File: src/rtl/bls_pkg.sv
package bls_pkg;

	localparam int MAX_SRC_WIDTH  = 256;
	localparam int MAX_SRC_HEIGHT = 256;
	localparam int MAX_DST_SIZE   = 4096;

	localparam int COL_W  = $clog2(MAX_SRC_WIDTH);
	localparam int ROW_W  = $clog2(MAX_SRC_HEIGHT);
	localparam int BANK_AW = (COL_W - 1) + (ROW_W - 1);

	localparam int SW_W   = 9;
	localparam int DW_W   = 13;
	localparam int DXY_W  = 12;
	localparam int PIX_W  = 24;

	// Quotient carries 8 fraction bits; dx*sw stays below 2^20.
	localparam int NUM_W  = 28;
	localparam int REM_W  = 12;
	localparam int DIV_N  = NUM_W;

	// Spans the accept edge to the output register load, plus the out_valid strobe.
	localparam int LATENCY = DIV_N + 4;

	typedef enum logic [2:0] {
		REG_SRC_WIDTH  = 3'd0,
		REG_SRC_HEIGHT = 3'd1,
		REG_DST_WIDTH  = 3'd2,
		REG_DST_HEIGHT = 3'd3
	} cfg_reg_t;

	localparam logic CMD_LOAD    = 1'b0;
	localparam logic CMD_COMPUTE = 1'b1;

	typedef struct packed {
		logic             cmd;
		logic [COL_W-1:0] sx;
		logic [ROW_W-1:0] sy;
		logic [PIX_W-1:0] pix;
	} side_t;

	typedef struct packed {
		logic [8:0] d1;
		logic [7:0] d2;
		logic [8:0] d3;
		logic [8:0] d4;
	} weight_t;

endpackage

File: src/rtl/bls_blend.sv
module bls_blend
	import bls_pkg::*;
(
	input  logic             clk,
	input  logic             arst_n,
	input  logic             vld,
	input  logic [PIX_W-1:0] p1,
	input  logic [PIX_W-1:0] p2,
	input  logic [PIX_W-1:0] p3,
	input  logic [PIX_W-1:0] p4,
	input  weight_t          w,
	output logic             out_valid,
	output logic [7:0]       out_red,
	output logic [7:0]       out_green,
	output logic [7:0]       out_blue
);

	logic        vld_s1;
	logic [16:0] top_s1 [0:2];
	logic [16:0] bot_s1 [0:2];
	logic [8:0]  d3_s1;
	logic [8:0]  d4_s1;
	logic [7:0]  ch_s2  [0:2];

	always_ff @(posedge clk or negedge arst_n) begin
		if (!arst_n) begin
			vld_s1    <= 1'b0;
			out_valid <= 1'b0;
		end else begin
			vld_s1    <= vld;
			out_valid <= vld_s1;
		end
	end

	// Channel 0 is red at bits 23:16, channel 2 is blue at bits 7:0.
	for (genvar c = 0; c < 3; c++) begin : g_ch
		localparam int SH = 16 - 8 * c;
		logic [25:0] sum;
		assign sum = 26'(top_s1[c]) * 26'(d3_s1) + 26'(bot_s1[c]) * 26'(d4_s1);
		always_ff @(posedge clk) begin
			top_s1[c] <= 17'(p1[SH +: 8]) * 17'(w.d1) + 17'(p2[SH +: 8]) * 17'(w.d2);
			bot_s1[c] <= 17'(p3[SH +: 8]) * 17'(w.d1) + 17'(p4[SH +: 8]) * 17'(w.d2);
			ch_s2[c]  <= sum[23:16];
		end
	end

	always_ff @(posedge clk) begin
		d3_s1 <= w.d3;
		d4_s1 <= w.d4;
	end

	assign out_red   = ch_s2[0];
	assign out_green = ch_s2[1];
	assign out_blue  = ch_s2[2];

endmodule

File: config.mk
export PLATFORM = sky130hd
export DESIGN_NAME = bls_blend
export DESIGN_NICKNAME = d
export VERILOG_FILES = /design/src/rtl/bls_pkg.sv /design/src/rtl/bls_blend.sv
export SDC_FILE = /design/constraint.sdc
export NUM_CORES = 2
export LEC_CHECK = 0
export ABC_AREA = 0
export ABC_CLOCK_PERIOD_IN_PS = 7500
export BUFFER_PORTS_ARGS = -buffer_cell sky130_fd_sc_hd__buf_2
export CAP_MARGIN = 15
export CORE_AREA = 2 2 327 329
export DETAILED_ROUTE_END_ITERATION = 7
export DIE_AREA = 0 0 329 331
export GPL_TIMING_DRIVEN = 0
export PLACE_DENSITY = 0.72
export SYNTH_ARGS = -nofsm -noshare
export SYNTH_HDL_FRONTEND = slang
export SYNTH_SLANG_ARGS = --single-unit
File: constraint.sdc
create_clock -name clk -period 7.5 [get_ports clk]
set_input_delay 0.375 -clock clk [delete_from_list [all_inputs] [get_ports clk]]
set_output_delay 0.375 -clock clk [all_outputs]
set_load 0.005 [all_outputs]
==> out/summary.txt <==
Tmin final = 7.21 ns
Hold path cells = 1
Post-DR wirelength/cell = 20.9 um
EDFF count, synth = 0
Most frequent cell after synthesis = inv_1
Via density = 5.39
Share of cells above drive strength 1 = 2.85%
Largest net degree at the start of global routing = 17
Port Buffers = 126
Routability congestion estimate from global placement = 1.01
ANT nets after route = 0
# DRC = 0
Crit. End Element = flip-flop
R2R Path Start = d3_s1[7]
Worst-margin pin slew = 1.27 ns
Finish-stage setup viols = 0
Synth Warn # = 0
DRC marker count from the first detailed-route iteration = 3817
IO Count = 159
Layout Nets = 8697
Layout Skew = 0.0171 ns
Syn Area/Cell = 8.90 um2
DP Worst Slack = -0.632 ns
CTS tree = done
Register area share after synthesis = 5.10%
Critical path class = flip-flop to flip-flop
Cells after Synth = 6453
Critical path, cell by cell = clkbuf_2 -> clkbuf_1 -> nand2_1 -> fa_1 -> fa_1 -> fa_1 -> inv_1 -> fa_1 -> fa_1 -> inv_1 -> fa_1 -> inv_1 -> ha_1 -> a21oi_1 -> nand2_2 -> a2111o_1 -> and3_4 -> nor3_2 -> nor2_2 -> a211oi_2
Vias = 43400
Final core occ = 57.9%
Max-cap violations = 0
Reg2reg path depth = 20
Syn nets = 8531
Syn Std Cell Area = 0.0575 mm2
Num CTS Buffers = 17
Area growth syn-to-layout = 5.72%
Async set or reset register ratio after synthesis = 1.37%
# fillers = 9262
Count of cell types in the netlist = 70
Hold WC Path Type = primary input to flip-flop
Vias in the first global route = 45500
RSZ-0062 raised after global routing = false
Worst hold path startpoint = w[17]
DP Area = 0.0599 mm2
Slowest stage delay, CP = 0.72 ns
Fin crit share = 96.1%
Detailed-route wire length = 168 mm
Die height = 331 um
Critical Path Source = d3_s1[7]
CP Max Fanout = 10
Most common library cells after synthesis = 1766 x inv_1, 1359 x fa_1, 1004 x nand2_1
Root buffer cell = clkbuf_16
Peak Freq = 139 MHz
Critical Path Slowest Stage Cell = dfxtp_1
Synth area leader = fa_1
First-pass GRT wire length = 261 mm
Final setup margin = 0.291 ns
Design Area, Final = 0.0607 mm2
FF+latch count, synth = 146
Initial Util = 54.7%
Pre-antenna DRT Iters = 6
Worst path most repeated cell = fa_1
Status = complete, no violations
Clock Sink Count = 146
Worst-path clk slew = 0.07 ns
Core area = 0.105 mm2
Max Slew Vio Count = 0
Die Width = 329 um
Critical Path RT = 7.90 ns
Main synth FF type = dfxtp_1
Worst slew margin = 15.1%
Clock Tree Buf Depth = 2
CP arrival = 7.61 ns
Later-pin clock latency in the skew report = 0.50 ns
Initial antenna violation count = 28
Total grt overflow = 0
Hold_ws = 0.106 ns
Final Hold Fails = 0
Startpoint Class = flip-flop
Core Rows = 119
Synth area leaders = fa_1 47%, ha_1 13%, inv_1 12%
Yosys top cell area share = 47.3%
Die Footprint = 0.109 mm2
Post-DP HPWL = 140 mm
Htree depth = 4
All-layer global routing usage = 32.2%
cell type report:
class                      count  area [um2]  share of cell area [%]
clock buffer                  17         425                   0.700
inverter                    1766        6630                    10.9
multi-input combinational   4282       46900                    77.2
clock inverter                15         193                   0.317
timing repair buffer         148         876                    1.44
tap                         1391        1740                    2.86
antenna                       17        42.5                  0.0700
buffer                       258         982                    1.62
sequential                   146        2930                    4.83
cell usage in the layout, fill, tap and decap left out, types with 12 or more instances in the layout:
cell,count
nor2_1,60
a21oi_1,56
o21ai_0,16
xnor2_1,107
nand2_1,1004
xor2_1,28
ha_1,585
nand3_1,32
clkbuf_16,17
or3_1,21
dlygate4sd3_1,18
buf_1,22
a21o_1,16
o21a_1,12
and3_1,13
inv_1,1766
diode_2,17
buf_2,128
a211oi_1,19
nor3_1,49
dfxtp_1,144
clkbuf_1,227
and2_1,765
fa_1,1359
worst paths after layout:
check | to | slack, ns
worst max-delay path | ch_s2[0][23] | 0.29
worst min-delay path | d3_s1[8] | 0.11
worst max register to register | ch_s2[0][23] | 0.29
worst min register to register | out_valid | 0.35
max in group asynchronous | vld_s1 | 7.22
min in group asynchronous | out_valid | 0.18
sequential cells by signal (all words and copies together), names as in the netlist:
register / cells
bot_s1: 51
ch_s2: 24
d3_s1: 9
d4_s1: 9
out_valid: 1
top_s1: 51
vld_s1: 1
repair_timing:
item | in CTS | in global routing
buffers inserted | 0 | 1
resized for setup | 3 | 12
gates cloned | 0 | 0
hold buffers | 18 | 0
pin swaps | 0 | 1
endpoints found under the hold margin | 19 | 0
setup endpoints to repair | 8 | 14
per-layer routing:
metal | track usage, % | wire length (um) | vias to the layer above
li1 | - | - | 18800
met1 | 41.2 | 63000 | 21900
met4 | 19.9 | 12000 | 16
met2 | 50.3 | 75600 | 2108
met5 | 0 | 100 | -
met3 | 7.05 | 17100 | 484
worst max-delay path, delay by kind of cell, from the launching register on:
kind | cells | cell delay (ns)
simple gates | 5 | 0.88
compound gates | 3 | 0.89
flops | 1 | 0.72
fa+ha+maj | 7 | 3.36
buf+inv | 5 | 1.26
cells by family after synthesis:
family	after synthesis	share of synthesized area [%]
buf+inv	2025	13.2
simple gates	1990	16.9
fa+ha+maj	1944	60.1
compound gates	209	2.53
flops	146	5.10
xor+xnor	136	2.10
mux	3	0.0523
metrics by stage:
step,setup TNS (ns),instances
6_report,0,8040
5_1_grt,0,8031
4_1_cts,0,8023
3_5_place_dp,-3.01,7973
3_3_place_gp,-1.83,7970
2_1_floorplan,0,6453
Power is left out: the tool's default activity adds up to more than one toggle a clock period on the data nets, which glitch-free logic cannot reach.
