$ cat src/rtl/bls_pkg.sv
package bls_pkg;

	localparam int MAX_SRC_WIDTH  = 256;
	localparam int MAX_SRC_HEIGHT = 256;
	localparam int MAX_DST_SIZE   = 4096;

	localparam int COL_W  = $clog2(MAX_SRC_WIDTH);
	localparam int ROW_W  = $clog2(MAX_SRC_HEIGHT);
	localparam int BANK_AW = (COL_W - 1) + (ROW_W - 1);

	localparam int SW_W   = 9;
	localparam int DW_W   = 13;
	localparam int DXY_W  = 12;
	localparam int PIX_W  = 24;

	// Quotient carries 8 fraction bits; dx*sw stays below 2^20.
	localparam int NUM_W  = 28;
	localparam int REM_W  = 12;
	localparam int DIV_N  = NUM_W;

	// Spans the accept edge to the output register load, plus the out_valid strobe.
	localparam int LATENCY = DIV_N + 4;

	typedef enum logic [2:0] {
		REG_SRC_WIDTH  = 3'd0,
		REG_SRC_HEIGHT = 3'd1,
		REG_DST_WIDTH  = 3'd2,
		REG_DST_HEIGHT = 3'd3
	} cfg_reg_t;

	localparam logic CMD_LOAD    = 1'b0;
	localparam logic CMD_COMPUTE = 1'b1;

	typedef struct packed {
		logic             cmd;
		logic [COL_W-1:0] sx;
		logic [ROW_W-1:0] sy;
		logic [PIX_W-1:0] pix;
	} side_t;

	typedef struct packed {
		logic [8:0] d1;
		logic [7:0] d2;
		logic [8:0] d3;
		logic [8:0] d4;
	} weight_t;

endpackage

$ cat src/rtl/bls_div.sv
module bls_div
	import bls_pkg::*;
(
	input  logic             clk,
	input  logic [NUM_W-1:0] num,
	input  logic [DW_W-1:0]  den,
	output logic [NUM_W-1:0] quo
);

	logic [REM_W-1:0] rem_s [0:DIV_N];
	logic [NUM_W-1:0] nq_s  [0:DIV_N];

	assign rem_s[0] = '0;
	assign nq_s[0]  = num;

	// Restoring division, one quotient bit per stage. The numerator shifts out
	// at the top of nq while quotient bits shift in at the bottom.
	for (genvar k = 1; k <= DIV_N; k++) begin : g_stage
		logic [REM_W:0] t;
		logic           ge;
		assign t  = {rem_s[k-1], nq_s[k-1][NUM_W-1]};
		assign ge = t >= den;
		always_ff @(posedge clk) begin
			rem_s[k] <= ge ? REM_W'(t - den) : t[REM_W-1:0];
			nq_s[k]  <= {nq_s[k-1][NUM_W-2:0], ge};
		end
	end

	assign quo = nq_s[DIV_N];

endmodule

$ cat config.mk
export PLATFORM = sky130hd
export DESIGN_NAME = bls_div
export DESIGN_NICKNAME = d
export VERILOG_FILES = /design/src/rtl/bls_pkg.sv /design/src/rtl/bls_div.sv
export SDC_FILE = /design/constraint.sdc
export NUM_CORES = 2
export LEC_CHECK = 0
export ABC_AREA = 1
export BUFFER_PORTS_ARGS = -buffer_cell sky130_fd_sc_hd__buf_2
export CAP_MARGIN = 20
export CORE_UTILIZATION = 65
export DETAILED_ROUTE_END_ITERATION = 12
export MAX_ROUTING_LAYER = met4
export PLACE_DENSITY = 0.82
export SLEW_MARGIN = 20
export SYNTH_ARGS = -nofsm -noshare
export SYNTH_HDL_FRONTEND = slang
export SYNTH_SLANG_ARGS = --single-unit
$ cat constraint.sdc
create_clock -name clk -period 3.3 [get_ports clk]
set_input_delay 0.495 -clock clk [delete_from_list [all_inputs] [get_ports clk]]
set_output_delay 0.495 -clock clk [all_outputs]
set_load 0.05 [all_outputs]
==> run_results.csv <==
group,metric,value,unit
outcome,status,"completed",
critical_path,endpoint_kind,"register",
cells_and_area,fin_util,72.4,%
cts,cts_sinks,1108,
routing,wl_per_cell,15.2,µm
logic_synthesis,synth.area.top_cells,"dfxtp_1 (46%), nand2_1 (13%), ha_1 (9.2%)",
logic_synthesis,ys_ff_latch,1108,
placed_design,place_ws,464,ps
hold_path,min_to,"g_stage[2].t[1]",
logic_synthesis,synth_area_leader_cell,"dfxtp_1",
sta,max_freq,0.451,GHz
logic_synthesis,synth_area,47800,µm²
critical_path,rr_endpoint,"g_stage[12].t[1]",
pwr,p_leak,27.4,nW
routing,drc_errors,0,
cts,cts_resized,0,
critical_path,arrival,2770,ps
cts,htreeDepth,3,
critical_path,crit_chain,"buf_2 > buf_12 > ha_1 > nand2_1 > nor2_1 > nand4_1 > nand3_2 > nand2_1 > o21ai_1",
cts,path_clk_slew,60,ps
critical_path,cp_common_cell,"nand2_1",
cells_and_area,num-nets-final,6340,
placed_design,place.gp.congestion,0.958,
critical_path,critPathLaunchType,"primary input",
cts,postCtsSetupRepairBufs,0,
critical_path,slowest_stage,"buf_2",
sta,fin_crit,2220,ps
logic_synthesis,ys_seq_area_share,46.4,%
critical_path,r2r_cells,9,
floorplanning,io_pins,70,
global_routing,grt_max_degree,31,
placed_design,portBuffers,69,
placed_design,hpwl,73200,µm
cts,cts_buffers,103,
critical_path,path_delay_family,"simple AND/OR/NAND/NOR gates",
logic_synthesis,avgSynthCellArea,8.26,µm²
hold_path,hold_path_depth,3,
critical_path,cp_num_buf_inv,2,
global_routing,grt_first_pass_wirelength,172000,µm
floorplanning,die_area,74700,µm²
global_routing,grt.overflow.total,0,
sta,setup_slack,1080,ps
critical_path,r2r_slack,1170,ps
routing,drtPass1Iterations,6,
floorplanning,die_h,273,µm
floorplanning,placement_rows,99,
cts,holdBufCountCts,27,
logic_synthesis,yosys.area.top_type_share,46.4,%
routing,postRouteWirelength,106000,µm
logic_synthesis,yosysUniqueCellTypes,33,
global_routing,grt_usage,29.3,%
critical_path,slowest_delay,580,ps
pwr,peakVddDrop,729,µV
hold_path,hold_start,"num[27]",
critical_path,required,3850,ps
cells_and_area,layout_common_cells,"nand2_1 (1711), dfxtp_1 (1108), inv_1 (893)",
pwr,powerDensity,904,nW/µm²
sta,period_share,67.2,%
cells_and_area,antennaDiodeCount,0,
routing,ant_nets,0,
routing,dr_total_vias,36236,
cells_and_area,syn_to_final_growth,10.2,%
sta,setup_violations,0,
cts,cts_tree,"yes",
sta,rsz0062_at_grt,"false",
sta,worst_pin_slew,1050,ps
logic_synthesis,ys_warn_count,0,
cts,clock_latency,680,ps
cts,clockBufferDepth,3,
global_routing,first_global_vias,35351,
routing,dr.first_iter.drc_count,2516,
hold_path,hp-class,"in2reg",
sta,hold_viol_final,0,
sta,setup_tns,0,ps
logic_synthesis,synthCells,5792,
sta,fin_worst_skew,22.9,ps
global_routing,antenna_found_initial,0,
routing,vias_per_cell,5.20,
floorplanning,initial_core_util,65.7,%
sta,maxSlewHeadroom,29.9,%
critical_path,crit_path_max_fanout,20,
critical_path,critPathKind,"in2reg",
floorplanning,core_area,72800,µm²
job,max_cap_violations,0,
cells_and_area,drive_gt1_share,9.79,%
sta,slew_viol_final,0,
floorplanning,die_w,273,µm
logic_synthesis,synth_fp_nets,6213,
cells_and_area,mostFrequentLayoutCell,"nand2_1",
critical_path,rr_startpoint,"g_stage[11].t[3]",
cts,root_buffer,"clkbuf_16",
[worst min-delay path: stages]
cell and delay [ps]:
buf_2 90, nand2_1 40, o21ai_0 50
[flip-flops by register name, summed over array words and instances, names as in the netlist]
| signal | count |
|---|---|
| nq_s | 729 |
| quo | 28 |
| g_stage.t | 351 |
[per-stage QoR]
step | hold WS, ps | std cells | instance area (µm²) | total power [W]
2_1_floorplan | 310 | 5792 | 47800 | 0.0318
3_3_place_gp | 310 | 6746 | 48800 | 0.0347
3_5_place_dp | 312 | 6746 | 48800 | 0.0351
4_1_cts | 4.98 | 6966 | 52700 | 0.0478
5_1_grt | 19.6 | 6966 | 52700 | 0.0510
6_report | 31.3 | 6966 | 52700 | 0.0477
[final cells by class]
| cell class | count | area (µm²) |
|---|---|---|
| multi-input cells | 3688 | 21400 |
| well taps | 959 | 1200 |
| flip-flops and latches | 1108 | 22200 |
| fillers | 5614 | 20100 |
| inverters | 906 | 3400 |
| clock inverters | 63 | 838 |
| clock buffers | 130 | 2800 |
| repair buffers | 112 | 898 |
[how the worst max path moves through the flow]
stage	start	to	slack, ps	depth (start not counted)
floorplan	den[8]	g_stage[22].t[7]	890	11
detailed placement	den[0]	g_stage[12].t[1]	460	9
CTS	den[0]	g_stage[12].t[1]	1100	9
global placement	den[7]	g_stage[8].t[4]	570	11
finish	den[0]	g_stage[12].t[1]	1080	9
global route	den[0]	g_stage[12].t[1]	960	9
[synthesized netlist by cell type]
master / number
a21oi_1: 129
nand4_1: 258
nand2_4: 16
inv_1: 893
fa_1: 26
nor3_1: 3
dfxtp_1: 1108
and2_4: 10
and2_2: 6
nor2_2: 57
nand3b_1: 27
o21ai_2: 31
nor2_4: 9
xnor2_1: 26
buf_12: 8
o21ai_0: 30
nand3_4: 8
nand2_2: 50
inv_2: 13
nand4_4: 8
nor4_1: 1
nor2_1: 256
a21oi_4: 26
nand3_2: 91
and2_1: 10
buf_2: 16
nand3_1: 314
buf_4: 37
nand2_1: 1711
xor2_1: 114
o21ai_1: 118
buf_6: 29
ha_1: 353
[per-layer routing]
layer	vias to the layer above	share of wire, %	GRT usage (%)
met2	990	48	49.4
li1	18591	-	-
met5	-	0	-
met4	0	4.1	11.8
met1	16349	43	35.1
met3	306	5.3	4.33
[cell families (layout without fill, tap and decap cells)]
kind of cell               Yosys count  in the layout  synth area share, %
xor gates and xnor gates           140            140                 2.56
adders and majority gates          379            379                 10.3
and+or+nand+nor                   2835           2835                 27.5
buffers and inverters              996           1211                 8.88
AOI/OAI and AO/OA                  334            334                 4.35
DFF                               1108           1108                 46.4
[report_power, final]
part | total, W | switching [W] | internal (W)
clock network | 0.0125 | 0.00521 | 0.00727
logic | 0.0175 | 0.0114 | 0.00615
registers | 0.0177 | 0.00141 | 0.0163
total | 0.0477 | 0.0180 | 0.0297
No activity file was read; power rests on OpenSTA's default activity.
